`config.mk`:
```
export PLATFORM = sky130hd
export DESIGN_NAME = adaptive_threshold_heart_rate
export DESIGN_NICKNAME = d
export VERILOG_FILES = /design/src/sv/atr_pkg.sv /design/src/sv/atr_ctrl.sv /design/src/sv/atr_dp.sv /design/src/sv/adaptive_threshold_heart_rate.sv
export VERILOG_INCLUDE_DIRS = /design/src /design/src/sv
export SDC_FILE = /design/constraint.sdc
export NUM_CORES = 2
export LEC_CHECK = 0
export BUFFER_PORTS_ARGS = -buffer_cell sky130_fd_sc_hd__buf_2
export CAP_MARGIN = 20
export CELL_PAD_IN_SITES_DETAIL_PLACEMENT = 0
export CELL_PAD_IN_SITES_GLOBAL_PLACEMENT = 2
export CORE_AREA = 3 3 541 543
export CTS_CLUSTER_DIAMETER = 100
export DETAILED_ROUTE_END_ITERATION = 8
export DIE_AREA = 0 0 544 546
export PLACE_DENSITY = 0.59
export SLEW_MARGIN = 20
export SYNTH_ARGS = -nofsm -noshare
export SYNTH_HDL_FRONTEND = slang
export SYNTH_SLANG_ARGS = --single-unit
```
`constraint.sdc`:
```
create_clock -name clk -period 7.5 [get_ports clk]
set_input_delay 0.375 -clock clk [delete_from_list [all_inputs] [get_ports clk]]
set_output_delay 0.375 -clock clk [all_outputs]
set_load 0.005 [all_outputs]
```
`src/sv/adaptive_threshold_heart_rate_macros.svh`:
```
// Assertion shorthands for the RTL datapath; each expects clk and arst_n in scope.
`ifndef ADAPTIVE_THRESHOLD_HEART_RATE_MACROS_SVH
`define ADAPTIVE_THRESHOLD_HEART_RATE_MACROS_SVH

// Same-cycle implication.
`define ATR_ASSERT_HOLDS(lbl, ante, cons, msg) \
	lbl: assert property (@(posedge clk) disable iff (!arst_n) (ante) |-> (cons)) \
		else $error(msg);

// Next-cycle implication.
`define ATR_ASSERT_NEXT(lbl, ante, cons, msg) \
	lbl: assert property (@(posedge clk) disable iff (!arst_n) (ante) |=> (cons)) \
		else $error(msg);

`endif

```
`src/sv/atr_pkg.sv`:
```
package atr_pkg;

	localparam int SMP_W  = 18;
	localparam int TIME_W = 32;
	localparam int BPM_W  = 16;
	localparam int MEAN_W = 8;

	localparam int WIN_INIT    = 7000;
	localparam int MS_PER_MIN  = 60000;
	localparam int RATE_LOW    = 20;
	localparam int RATE_HIGH   = 255;

	// rate stored iff RATE_LOW < 60000/delta < RATE_HIGH
	localparam int DELTA_MIN = MS_PER_MIN / RATE_HIGH + 1;
	localparam int DELTA_MAX = (MS_PER_MIN - 1) / RATE_LOW;

	localparam logic [BPM_W-1:0] BPM_SAT = '1;

	// serial divider for 60000 / interval
	localparam int DIV_W     = 32;
	localparam int DIV_CNT_W = $clog2(DIV_W + 1);

	typedef enum logic [1:0] {
		NOTE_NONE  = 2'd0,
		NOTE_MEAN  = 2'd1,
		NOTE_WRIST = 2'd2
	} note_t;

	typedef struct packed {
		logic     capture;
		logic     win_upd;
		logic     take_avg;
		logic     take_thr;
		logic     div_start;
		logic     wrist;
		logic     sat_bpm;
		logic     beat_time;
		logic     take_bpm;
		logic     ring_wr;
		logic     take_mean;
		logic     emit;
	} cmd_t;

	typedef struct packed {
		logic div_done;
		logic above;
		logic beat;
		logic delta_zero;
		logic rate_ok;
		logic out_free;
	} stat_t;

endpackage

```
`src/sv/atr_ctrl.sv`:
```
module atr_ctrl (
	input  logic          clk,
	input  logic          arst_n,
	input  logic          in_valid,
	output logic          in_ready,
	input  atr_pkg::stat_t stat,
	output atr_pkg::cmd_t  cmd
);
	import atr_pkg::*;

	typedef enum logic [2:0] {
		S_IDLE,
		S_UPD,
		S_AVG,
		S_THR,
		S_EVAL,
		S_BPM_W,
		S_MEAN,
		S_OUT
	} state_t;

	state_t state_q, state_d;
	logic   in_ready_q;

	assign in_ready = in_ready_q;

	always_comb begin
		cmd     = '0;
		state_d = state_q;
		case (state_q)
			S_IDLE: begin
				if (in_valid && in_ready_q) begin
					cmd.capture = 1'b1;
					state_d     = S_UPD;
				end
			end
			S_UPD: begin
				cmd.win_upd = 1'b1;
				state_d     = S_AVG;
			end
			S_AVG: begin
				cmd.take_avg = 1'b1;
				state_d      = S_THR;
			end
			S_THR: begin
				cmd.take_thr = 1'b1;
				state_d      = S_EVAL;
			end
			S_EVAL: begin
				if (!stat.above) begin
					cmd.wrist = 1'b1;
					state_d   = S_OUT;
				end else if (!stat.beat) begin
					state_d = S_OUT;
				end else if (stat.delta_zero) begin
					cmd.sat_bpm   = 1'b1;
					cmd.beat_time = 1'b1;
					state_d       = S_OUT;
				end else begin
					cmd.beat_time = 1'b1;
					cmd.div_start = 1'b1;
					state_d       = S_BPM_W;
				end
			end
			S_BPM_W: begin
				if (stat.div_done) begin
					cmd.take_bpm = 1'b1;
					if (stat.rate_ok) begin
						cmd.ring_wr = 1'b1;
						state_d     = S_MEAN;
					end else begin
						state_d = S_OUT;
					end
				end
			end
			S_MEAN: begin
				cmd.take_mean = 1'b1;
				state_d       = S_OUT;
			end
			S_OUT: begin
				if (stat.out_free) begin
					cmd.emit = 1'b1;
					state_d  = S_IDLE;
				end
			end
			default: begin
				state_d = S_IDLE;
			end
		endcase
	end

	always_ff @(posedge clk or negedge arst_n) begin
		if (!arst_n) begin
			state_q    <= S_IDLE;
			in_ready_q <= 1'b1;
		end else begin
			state_q    <= state_d;
			in_ready_q <= (state_d == S_IDLE);
		end
	end

endmodule

```
`src/sv/atr_dp.sv`:
```
module atr_dp #(
	parameter int WINDOW_DEPTH = 100,
	parameter int RATE_DEPTH   = 4
) (
	input  logic                         clk,
	input  logic                         arst_n,
	input  logic [atr_pkg::SMP_W-1:0]    ir_sample,
	input  logic [atr_pkg::TIME_W-1:0]   time_ms,
	input  logic                         beat_detected,
	input  atr_pkg::cmd_t                cmd,
	output atr_pkg::stat_t               stat,
	input  logic                         out_ready,
	output logic                         out_valid,
	output logic [atr_pkg::SMP_W-1:0]    threshold,
	output logic                         above_threshold,
	output logic [atr_pkg::BPM_W-1:0]    instant_bpm,
	output logic [atr_pkg::MEAN_W-1:0]   average_bpm,
	output atr_pkg::note_t               notify
);
	import atr_pkg::*;

`include "adaptive_threshold_heart_rate_macros.svh"

	localparam int SUM_W  = SMP_W + $clog2(WINDOW_DEPTH);
	localparam int POS_W  = $clog2(WINDOW_DEPTH);
	localparam int RPOS_W = (RATE_DEPTH > 1) ? $clog2(RATE_DEPTH) : 1;
	localparam int TOT_W  = MEAN_W + $clog2(RATE_DEPTH);
	localparam logic [SUM_W-1:0] SUM_INIT = SUM_W'(WIN_INIT * WINDOW_DEPTH);
	localparam logic [POS_W-1:0] POS_LAST = POS_W'(WINDOW_DEPTH - 1);
	localparam logic [RPOS_W-1:0] RPOS_LAST = RPOS_W'(RATE_DEPTH - 1);

	// floor(n / d) for a w-bit n as (n * ceil(2^s / d)) >> s, s = w + clog2(d); exact
	localparam int THR_DEN = 5;

	localparam int     AVG_SH  = SUM_W + POS_W;
	localparam int     AVG_M_W = SUM_W + 1;
	localparam int     AVG_P_W = SUM_W + AVG_M_W;
	localparam longint AVG_M_L = ((longint'(1) << AVG_SH) + longint'(WINDOW_DEPTH) - 1) /
		longint'(WINDOW_DEPTH);
	localparam logic [AVG_M_W-1:0] AVG_M = AVG_M_W'(AVG_M_L);

	localparam int     THR_N_W = SMP_W + 2;
	localparam int     THR_SH  = THR_N_W + $clog2(THR_DEN);
	localparam int     THR_M_W = THR_N_W + 1;
	localparam int     THR_P_W = THR_N_W + THR_M_W;
	localparam longint THR_M_L = ((longint'(1) << THR_SH) + longint'(THR_DEN) - 1) /
		longint'(THR_DEN);
	localparam logic [THR_M_W-1:0] THR_M = THR_M_W'(THR_M_L);

	localparam int     MEAN_SH  = TOT_W + $clog2(RATE_DEPTH);
	localparam int     MEAN_M_W = TOT_W + 1;
	localparam int     MEAN_P_W = TOT_W + MEAN_M_W;
	localparam longint MEAN_M_L = ((longint'(1) << MEAN_SH) + longint'(RATE_DEPTH) - 1) /
		longint'(RATE_DEPTH);
	localparam logic [MEAN_M_W-1:0] MEAN_M = MEAN_M_W'(MEAN_M_L);

	// captured transaction
	logic [SMP_W-1:0]  smp_q;
	logic [TIME_W-1:0] time_q;
	logic              beat_q;

	// sample window
	logic [SMP_W-1:0] win_mem [WINDOW_DEPTH];
	logic [SMP_W-1:0] win_rd_q;
	logic [SMP_W-1:0] win_old;
	logic [POS_W-1:0] pos_q;
	logic             filled_q;
	logic [SUM_W-1:0] sum_q;

	// constant divisions
	logic [AVG_P_W-1:0]  avg_prod;
	logic [SMP_W-1:0]    avg_q;
	logic [THR_P_W-1:0]  thr_prod;
	logic [SMP_W-1:0]    thr_w;
	logic [MEAN_P_W-1:0] mean_prod;

	// rate state
	logic [MEAN_W-1:0] ring_q [RATE_DEPTH];
	logic [RPOS_W-1:0] rpos_q;
	logic [TOT_W-1:0]  tot_q;
	logic [TIME_W-1:0] last_q;
	logic [TIME_W-1:0] delta_w;
	logic              rate_ok_q;
	logic [BPM_W-1:0]  bpm_now_q;
	logic [MEAN_W-1:0] mean_q;
	logic              armed_q;
	logic [SMP_W-1:0]  thr_q;
	logic              above_q;
	note_t             note_q;

	// divider
	logic [DIV_W-1:0]     div_rem_q;
	logic [DIV_W-1:0]     div_quo_q;
	logic [DIV_W-1:0]     div_dsr_q;
	logic [DIV_CNT_W-1:0] div_cnt_q;
	logic [DIV_W:0]       div_sh;
	logic                 div_ge;
	logic [DIV_W:0]       div_sub;
	logic                 div_done_w;

	// output register
	logic              out_valid_q;
	logic [SMP_W-1:0]  out_thr_q;
	logic              out_above_q;
	logic [BPM_W-1:0]  out_bpm_q;
	logic [MEAN_W-1:0] out_mean_q;
	note_t             out_note_q;

	assign win_old    = filled_q ? win_rd_q : SMP_W'(WIN_INIT);
	assign delta_w    = time_q - last_q;
	assign div_done_w = (div_cnt_q == '0);

	assign stat.div_done   = div_done_w;
	assign stat.above      = above_q;
	assign stat.beat       = beat_q;
	assign stat.delta_zero = (delta_w == '0);
	assign stat.rate_ok    = rate_ok_q;
	assign stat.out_free   = !out_valid_q || out_ready;

	// window mean, four fifths of it, ring mean
	assign avg_prod  = AVG_P_W'(sum_q) * AVG_P_W'(AVG_M);
	assign thr_prod  = THR_P_W'({avg_q, 2'b00}) * THR_P_W'(THR_M);
	assign thr_w     = thr_prod[THR_SH +: SMP_W];
	assign mean_prod = MEAN_P_W'(tot_q) * MEAN_P_W'(MEAN_M);

	always_ff @(posedge clk) begin
		if (cmd.capture) begin
			smp_q  <= ir_sample;
			time_q <= time_ms;
			beat_q <= beat_detected;
		end
		if (cmd.win_upd) begin
			win_mem[pos_q] <= smp_q;
		end
		win_rd_q <= win_mem[pos_q];
	end

	// restoring divider, one quotient bit a cycle; 60000 left-aligned, 16 bits iterated
	assign div_sh  = {div_rem_q, div_quo_q[DIV_W-1]};
	assign div_ge  = (div_sh >= {1'b0, div_dsr_q});
	assign div_sub = div_sh - {1'b0, div_dsr_q};

	always_ff @(posedge clk or negedge arst_n) begin
		if (!arst_n) begin
			div_cnt_q <= '0;
		end else if (cmd.div_start) begin
			div_cnt_q <= DIV_CNT_W'(BPM_W);
		end else if (!div_done_w) begin
			div_cnt_q <= div_cnt_q - 1'b1;
		end
	end

	always_ff @(posedge clk) begin
		if (cmd.div_start) begin
			div_rem_q <= '0;
			div_quo_q <= {BPM_W'(MS_PER_MIN), {(DIV_W - BPM_W){1'b0}}};
			div_dsr_q <= delta_w;
		end else if (!div_done_w) begin
			div_rem_q <= div_ge ? div_sub[DIV_W-1:0] : div_sh[DIV_W-1:0];
			div_quo_q <= {div_quo_q[DIV_W-2:0], div_ge};
		end
	end

	always_ff @(posedge clk or negedge arst_n) begin
		if (!arst_n) begin
			pos_q     <= '0;
			filled_q  <= 1'b0;
			sum_q     <= SUM_INIT;
			avg_q     <= '0;
			rpos_q    <= '0;
			tot_q     <= '0;
			last_q    <= '0;
			rate_ok_q <= 1'b0;
			bpm_now_q <= '0;
			mean_q    <= '0;
			armed_q   <= 1'b1;
			thr_q     <= '0;
			above_q   <= 1'b0;
			note_q    <= NOTE_NONE;
			for (int i = 0; i < RATE_DEPTH; i++) begin
				ring_q[i] <= '0;
			end
		end else begin
			if (cmd.capture) begin
				note_q <= NOTE_NONE;
			end
			if (cmd.win_upd) begin
				sum_q <= sum_q - SUM_W'(win_old) + SUM_W'(smp_q);
				if (pos_q == POS_LAST) begin
					pos_q    <= '0;
					filled_q <= 1'b1;
				end else begin
					pos_q <= pos_q + 1'b1;
				end
			end
			if (cmd.take_avg) begin
				avg_q <= avg_prod[AVG_SH +: SMP_W];
			end
			if (cmd.take_thr) begin
				thr_q   <= thr_w;
				above_q <= (smp_q > thr_w);
			end
			if (cmd.wrist) begin
				bpm_now_q <= '0;
				mean_q    <= '0;
				if (armed_q) begin
					note_q  <= NOTE_WRIST;
					armed_q <= 1'b0;
				end
			end
			if (cmd.beat_time) begin
				last_q    <= time_q;
				rate_ok_q <= (delta_w >= TIME_W'(DELTA_MIN)) &&
					(delta_w <= TIME_W'(DELTA_MAX));
			end
			if (cmd.sat_bpm) begin
				bpm_now_q <= BPM_SAT;
			end
			if (cmd.take_bpm) begin
				bpm_now_q <= div_quo_q[BPM_W-1:0];
			end
			if (cmd.ring_wr) begin
				ring_q[rpos_q] <= div_quo_q[MEAN_W-1:0];
				tot_q <= tot_q - TOT_W'(ring_q[rpos_q]) + TOT_W'(div_quo_q[MEAN_W-1:0]);
				rpos_q <= (rpos_q == RPOS_LAST) ? '0 : rpos_q + 1'b1;
			end
			if (cmd.take_mean) begin
				mean_q <= mean_prod[MEAN_SH +: MEAN_W];
				note_q <= NOTE_MEAN;
			end
		end
	end

	always_ff @(posedge clk or negedge arst_n) begin
		if (!arst_n) begin
			out_valid_q <= 1'b0;
		end else if (cmd.emit) begin
			out_valid_q <= 1'b1;
		end else if (out_ready) begin
			out_valid_q <= 1'b0;
		end
	end

	always_ff @(posedge clk) begin
		if (cmd.emit) begin
			out_thr_q   <= thr_q;
			out_above_q <= above_q;
			out_bpm_q   <= bpm_now_q;
			out_mean_q  <= mean_q;
			out_note_q  <= note_q;
		end
	end

	assign out_valid       = out_valid_q;
	assign threshold       = out_thr_q;
	assign above_threshold = out_above_q;
	assign instant_bpm     = out_bpm_q;
	assign average_bpm     = out_mean_q;
	assign notify          = out_note_q;

	`ATR_ASSERT_HOLDS(a_div_idle_start, cmd.div_start, div_done_w, "divider restarted while busy")
	`ATR_ASSERT_NEXT(a_notice_once, !armed_q, !armed_q, "no-wrist notice re-armed")
	`ATR_ASSERT_HOLDS(a_wrist_below, out_valid_q && (out_note_q == NOTE_WRIST), !out_above_q, "no-wrist notice above threshold")
	`ATR_ASSERT_HOLDS(a_mean_note, out_valid_q && (out_note_q == NOTE_MEAN), out_above_q && (out_mean_q != '0), "mean notice without a stored rate")

endmodule

```
`src/sv/adaptive_threshold_heart_rate.sv`:
```
// Heart-rate averager with an adaptive wrist threshold. Each input transaction carries one
// infrared sample, its millisecond time and a beat flag from an external detector; each
// produces exactly one result transaction. The sample replaces the oldest entry of a
// WINDOW_DEPTH-deep window (initially all 7000) and the threshold is four fifths of the
// floored window mean. A beat on a sample above the threshold gives 60000 / interval as
// the instant rate (65535 for a zero interval); rates strictly between 20 and 255 enter a
// RATE_DEPTH-deep ring whose mean is reported with notify = 1. A sample at or below the
// threshold clears both rates, and the first such sample after reset reports notify = 2.
// Items are handled one at a time. The window mean, the threshold and the ring mean come
// from constant-reciprocal multiplications; only 60000 / interval runs on a serial divider
// producing one quotient bit per cycle, and that divider sets the worst case. A result not
// yet taken holds the sequencer in its hand-off state until it is. The result sits in an
// output register, so a new transaction can be accepted while it waits to be taken.
// The window lives in a single-port memory; entries not yet written read as 7000 by means
// of a first-lap flag, so no clearing pass follows reset.
module adaptive_threshold_heart_rate #(
	parameter int WINDOW_DEPTH = 100,
	parameter int RATE_DEPTH   = 4
) (
	input  logic                         clk,
	input  logic                         arst_n,
	// input channel
	input  logic                         in_valid,
	output logic                         in_ready,
	input  logic [atr_pkg::SMP_W-1:0]    ir_sample,
	input  logic [atr_pkg::TIME_W-1:0]   time_ms,
	input  logic                         beat_detected,
	// result channel
	output logic                         out_valid,
	input  logic                         out_ready,
	output logic [atr_pkg::SMP_W-1:0]    threshold,
	output logic                         above_threshold,
	output logic [atr_pkg::BPM_W-1:0]    instant_bpm,
	output logic [atr_pkg::MEAN_W-1:0]   average_bpm,
	output logic [1:0]                   notify
);
	import atr_pkg::*;

	cmd_t  cmd;
	stat_t stat;
	note_t note_w;

	// sequencer: walks window update, mean and threshold, the rate division, the ring mean
	// and the result hand-off
	atr_ctrl u_ctrl (
		.clk      (clk),
		.arst_n   (arst_n),
		.in_valid (in_valid),
		.in_ready (in_ready),
		.stat     (stat),
		.cmd      (cmd)
	);

	// window, constant divisions, rate divider, rate ring and output register
	atr_dp #(
		.WINDOW_DEPTH (WINDOW_DEPTH),
		.RATE_DEPTH   (RATE_DEPTH)
	) u_dp (
		.clk             (clk),
		.arst_n          (arst_n),
		.ir_sample       (ir_sample),
		.time_ms         (time_ms),
		.beat_detected   (beat_detected),
		.cmd             (cmd),
		.stat            (stat),
		.out_ready       (out_ready),
		.out_valid       (out_valid),
		.threshold       (threshold),
		.above_threshold (above_threshold),
		.instant_bpm     (instant_bpm),
		.average_bpm     (average_bpm),
		.notify          (note_w)
	);

	assign notify = note_w;

endmodule

```
### After elaboration in Yosys (flattened, before gate mapping)

Memory sizes are Yosys's and may differ from the RTL's. A register that Yosys moved wholly into a read port is not among the register bits.
Cells that the tools add are included.

* memories: 1
* flip-flop bits (word level): 377
* bits in read-only memories: 0
* latch bits: 0
* output and inout bits: 47
* bits of input ports: 55
* word-level logic and storage cells: 127
* memory bits (writable): 1800

Memories
* u_dp.win_mem: depth 100, bits a word 18, read ports 1, clocked after Yosys merged registers in 1, wr ports 1, RTL line atr_dp.sv:63 `logic [SMP_W-1:0] win_mem [WINDOW_DEPTH];`

* shift-type cells: 0
* $add $sub $neg: 9
* bitwise gates (word level): 1
* muxes and demuxes: 52
* eq/ne operators: 10
* order comparisons: 6
* div/mod/pow operators: 0
* $mul: 2
* reduce and logical (&&, ||, !) cells: 13

Operators with widths (number)
* subtractor 32 bit: 2
* multiplier 25 x 26 -> 50 bit (second input constant): 1
* two-way mux 16 bit: 3
* two-way mux 8 bit: 5
* multiplier 18 x 20 -> 38 bit (second input constant): 1
* greater-or-equal comparator 33 x 32 -> 1 bit: 1
* bitwise mux 32 bit: 1
* greater-or-equal comparator 32 x 8 -> 1 bit (second input constant): 1
* less-or-equal comparator 32 x 12 -> 1 bit (second input constant): 1
* logical NOT 32 bit: 1
* two-way mux 32 bit: 1
* adder 25 x 18 -> 25 bit: 1
* subtractor 25 x 18 -> 25 bit: 1
* one-hot mux 3 bit (8 select lines): 1
* two-way mux 2 bit: 11
* two-way mux 1 bit: 19
* > comparator 18 bit: 1
* two-way mux 18 bit: 1
* binary-select mux 8 bit (select 2 bit): 1
* demux 8 bit (select 2 bit): 1
* equality test 3 bit (second input constant): 4
* two-way mux 3 bit: 4
* two-way mux 6 bit: 2
* adder 10 x 8 -> 10 bit: 1
* other kinds (22): 27

### Depth between registers and ports, before layout

* depth in word-level cells: 9
* mapped depth: 32

### Modules after synthesis

A second synthesis with hierarchy kept.

* cell total of the unflattened synthesis: 6990
* area, all modules: 100428.8 µm²

By module, submodules not included
* atr_dp: times used 1, cells each 6953, area each 100127.3 µm²
* atr_ctrl: times used 1, cells each 37, area each 301.5 µm²

### Least setup slack after synthesis

Ideal clock, no wire load.

* path kind: reg2reg
* from: register u_dp.avg_q[12]
* to: register u_dp.above_q
* stages on the path, launching flop included: 29
* setup time: 0.134 ns
* setup slack: 0.793 ns
* path buffers: 0
* arrival time: 6.573 ns
* required time: 7.366 ns
* cell sequence: dfrtp_1 -> ha_1 -> inv_1 -> fa_1 -> fa_1 -> fa_1 -> inv_1 -> fa_1 -> inv_1 -> fa_1 -> inv_1 -> ha_1 -> nand2_1 -> o21ai_0 -> o21ai_0 -> a211oi_1 -> o21ai_1 -> a21boi_0 -> o21ai_1 -> nor4bb_1 -> a2111oi_0 -> ha_1 -> a21o_1 -> a21o_1 -> a221o_1 -> a21oi_1 -> o21ai_0 -> a21oi_1 -> o31ai_1

* word-level cells in the longest chain between the ends: 2

RTL lines
* from (decl): RTL line atr_dp.sv:72 `logic [SMP_W-1:0] avg_q;`
* from (signal assigned): RTL line atr_dp.sv:197 `avg_q <= avg_prod[AVG_SH +: SMP_W];`
* multiplier 18 x 20 -> 38 bit: RTL line atr_dp.sv:122 `assign thr_prod = THR_P_W'({avg_q, 2'b00}) * THR_P_W'(THR_M);`
* > comparator 18 bit: RTL line atr_dp.sv:201 `above_q <= (smp_q > thr_w);`
* to (signal assigned): RTL line atr_dp.sv:201
* to (decl): RTL line atr_dp.sv:88 `logic above_q;`

Every way passes these cells.
A chain may end at the register's enable or synchronous reset.

### Final worst setup path

* from: register u_dp.sum_q[10]
* to: register u_dp.avg_q[17]

* word-level cells in the longest chain between the ends: 1

RTL lines
* from (decl): RTL line atr_dp.sv:68 `logic [SUM_W-1:0] sum_q;`
* from (signal assigned): RTL line atr_dp.sv:188 `sum_q <= sum_q - SUM_W'(win_old) + SUM_W'(smp_q);`
* multiplier 25 x 26 -> 50 bit: RTL line atr_dp.sv:121 `assign avg_prod = AVG_P_W'(sum_q) * AVG_P_W'(AVG_M);`

Every way passes these cells.

==> metrics.txt <==
Total Routed Length ~320 mm; CP Launch Type register; final core utilization 0.4021; Worst slew margin 0.1798; Period Utilization, post-route 0.9500; Num CTS Buffers between 200 and 250; # port buffers 101; most frequent cells in the layout edfxtp_1 (1,928), inv_1 (730), a22oi_1 (711); post-synthesis cell count approximately 7,000; clock buffer depth 4; Async S/R FF share, synth 0.08428; Area Growth Syn to Fin 15.04%; # fillers between 20,000 and 30,000; WP data arrival 7.79 ns; post-route minimum period 7.125 ns; CP max-delay cell dfstp_2; Total Routing Usage GR 0.2126; CP peak stage delay just over 0.7 ns; WL per Instance 28.28 um; H-tree levels 4; synthesized cell area 100,700 um^2; synthesized flop and latch total roughly 2,200; dominant synthesized flop cell edfxtp_1; clock root buffer clkbuf_16; Die ar. around 300,000 um^2; IO Pins roughly 100; initial core utilization 0.3495; fin. max-slew vios 0; Post-Syn Nets ~7,900; commonest non-fill, non-tap cell in the layout edfxtp_1; measured slew at the worst slew-check pin ~1.2 ns; total congestion overflow 0; RR Endpoint u_dp.avg_q[17]; Post-Layout Inst Area around 120,000 um^2; YS warnings 0; # Max-Cap Violations 0; Hold Fails Final Rpt 0; CP Class reg -> reg; CTS Sinks approximately 2,200; critical path's most frequent cell fa_1; Max Fclk roughly 140 MHz; WP data required just over 8 ns; largest net degree at the start of global routing around 140; crit path max fanout 6; CTS clk-pin slew, worst paths roughly 0.07 ns; first-pass GRT wire length between 400 and 500 mm; Placeable Area around 290,000 um^2; vias in the first global route slightly above 60,000; post-route ant nets 0; Tightest Hold Check Type in -> async; Syn Area/Cell between 10 and 15 um^2; Skew-Pair Late Insertion Delay 0.95 ns; Post-synth EDFFs 1,928; Setup crit end kind register; R2R cell count 23; antenna violations before repair 25; area of placed instances between 100,000 and 150,000 um^2; # DRC 0; hpwl dp 207.9 mm; Setup WS pre-CTS between 0.07 and 0.08 ns; r2r setup slk roughly 0.37 ns; via/cell ratio ~5.4; status completed; chip height between 500 and 600 um; Setup TNS 0 ns; Distinct cells, synth between 90 and 100; Setup violations, final 0; clk_skew about 0.15 ns; routed vias ~60,000; R2R Path Start u_dp.sum_q[10]; Final WS setup 0.3748 ns; drt first pass iters 6; Row Count 197; routability cong. a little over 0.8; Seq/Total Area, Yosys 0.6373; CTS tree done; share of cells above drive strength 1 0.1332; Cell Chain, Critical Path ha_2, inv_1, fa_1, inv_1, fa_1, fa_1, inv_1, fa_1, fa_1, fa_1, inv_1, ha_1, nand2_1, o21ai_0, o211ai_1, a2111oi_0, a21oi_1, buf_4, o21ai_0, a21oi_2, a31o_2, xnor2_1, o21ai_0; Initial DRC Count around 5,600; Die X ~540 um; Nets between 8,000 and 9,000
==> layout make-up <==
cell class | instances | area (um^2) | area share
diodes | 7 | 17.52 | 0.0001512
clock buffers | 306 | 6291 | 0.05430
multi-input cells | 3753 | 33020 | 0.2850
clock inverters | 120 | 1270 | 0.01096
well taps | 3781 | 4731 | 0.04083
inverters | 731 | 2744 | 0.02368
repair buffers | 461 | 3595 | 0.03103
flip-flops and latches | 2195 | 64190 | 0.5540
==> cells in the mapped netlist (42+ instances only) <==
master	count	area share
a22oi_1	711	0.053
ha_1	514	0.064
o211ai_1	44	0.0033
nand4_1	119	0.0074
xnor2_1	69	0.0060
inv_1	731	0.027
nand2_1	312	0.012
o21ai_0	192	0.0095
a31oi_1	54	0.0034
a22o_1	81	0.0070
a221oi_1	81	0.0070
dfrtp_1	174	0.043
a21o_1	65	0.0048
nor3_1	42	0.0021
nand3_1	50	0.0025
edfxtp_1	1928	0.57
fa_1	333	0.066
a21oi_1	191	0.0095
xor2_1	44	0.0038
buf_1	50	0.0019
dfxtp_1	82	0.016
clkbuf_1	261	0.0097
nor2_1	253	0.0094
a41oi_1	88	0.0077
==> routing by layer <==
layer  global-route usage  up-vias  part of all wire
met3              0.02718      340             0.056
met2               0.3389     1761              0.46
li1                     -    27380                 -
met1               0.3112    31950              0.46
met5                    0        -           0.00087
met4              0.04282        4             0.021
==> registers in the layout (all words and copies together) (netlist names), 2 cells and up <==
name	count
u_ctrl.state_q	3
u_dp.average_bpm	8
u_dp.avg_q	18
u_dp.bpm_now_q	16
u_dp.div_cnt_q	6
u_dp.div_dsr_q	32
u_dp.div_quo_q	32
u_dp.div_rem_q	32
u_dp.instant_bpm	16
u_dp.last_q	32
u_dp.mean_q	8
u_dp.note_q	2
u_dp.notify	2
u_dp.pos_q	7
u_dp.ring_q	32
u_dp.rpos_q	2
u_dp.smp_q	18
u_dp.sum_q	25
u_dp.thr_q	18
u_dp.threshold	18
u_dp.time_q	32
u_dp.tot_q	10
u_dp.win_mem	1800
u_dp.win_rd_q	18
==> worst max-delay path by stage <==
stage                   startpoint             end  slack [ns]  cells past startpoint
finish              u_dp.sum_q[10]  u_dp.avg_q[17]        0.37                     23
floorplan           u_dp.avg_q[12]    u_dp.above_q        0.79                     28
CTS                 u_dp.avg_q[10]    u_dp.above_q        0.07                     29
detailed placement   u_dp.avg_q[4]    u_dp.above_q        0.08                     29
global route         u_dp.avg_q[4]    u_dp.above_q      -0.002                     29
global placement     u_dp.avg_q[4]    u_dp.above_q         0.1                     29
==> cells by family (layout without fill, tap and decap cells) <==
group           count (synthesis)  in the layout  share of synthesized area
flops                        2195           2195                     0.6373
compound gates               1721           1721                     0.1231
buf+inv                      1052           1618                    0.03957
simple gates                  993            993                    0.04826
fa+ha+maj                     847            847                     0.1301
xor+xnor                      113            113                   0.009828
mux                            79             79                    0.01184
other cells                     0              7                          0
==> worst max-delay path, delay by kind of cell (launching register included) <==
family                     cells  cell delay [ns]
adders and majority gates      8             3.74
AOI/OAI and AO/OA              8             1.80
DFF                            1             0.72
buffers and inverters          5             0.42
xor gates and xnor gates       1             0.19
and+or+nand+nor                1             0.11
==> per-stage QoR <==
| step | hold slack, ns | cells |
|---|---|---|
| 5_1_grt | 0.04949 | 11350 |
| 2_1_floorplan | 0.07941 | 7000 |
| 6_report | 0.03725 | 11350 |
| 4_1_cts | 0.006171 | 11350 |
| 3_5_place_dp | 0.3823 | 10870 |
| 3_3_place_gp | 0.3790 | 10870 |
==> repair_timing <==
| action | 4_1_cts | 5_1_grt |
|---|---|---|
| endpoints found under the setup margin | 0 | 4 |
| gates resized for setup | 0 | 21 |
| hold buffers | 54 | 0 |
| setup buffers | 0 | 1 |
| hold endpoints to repair | 102 | 0 |
Power is not shown: default switching activity piles up to over one toggle a cycle in this logic, so the estimate is an artifact.
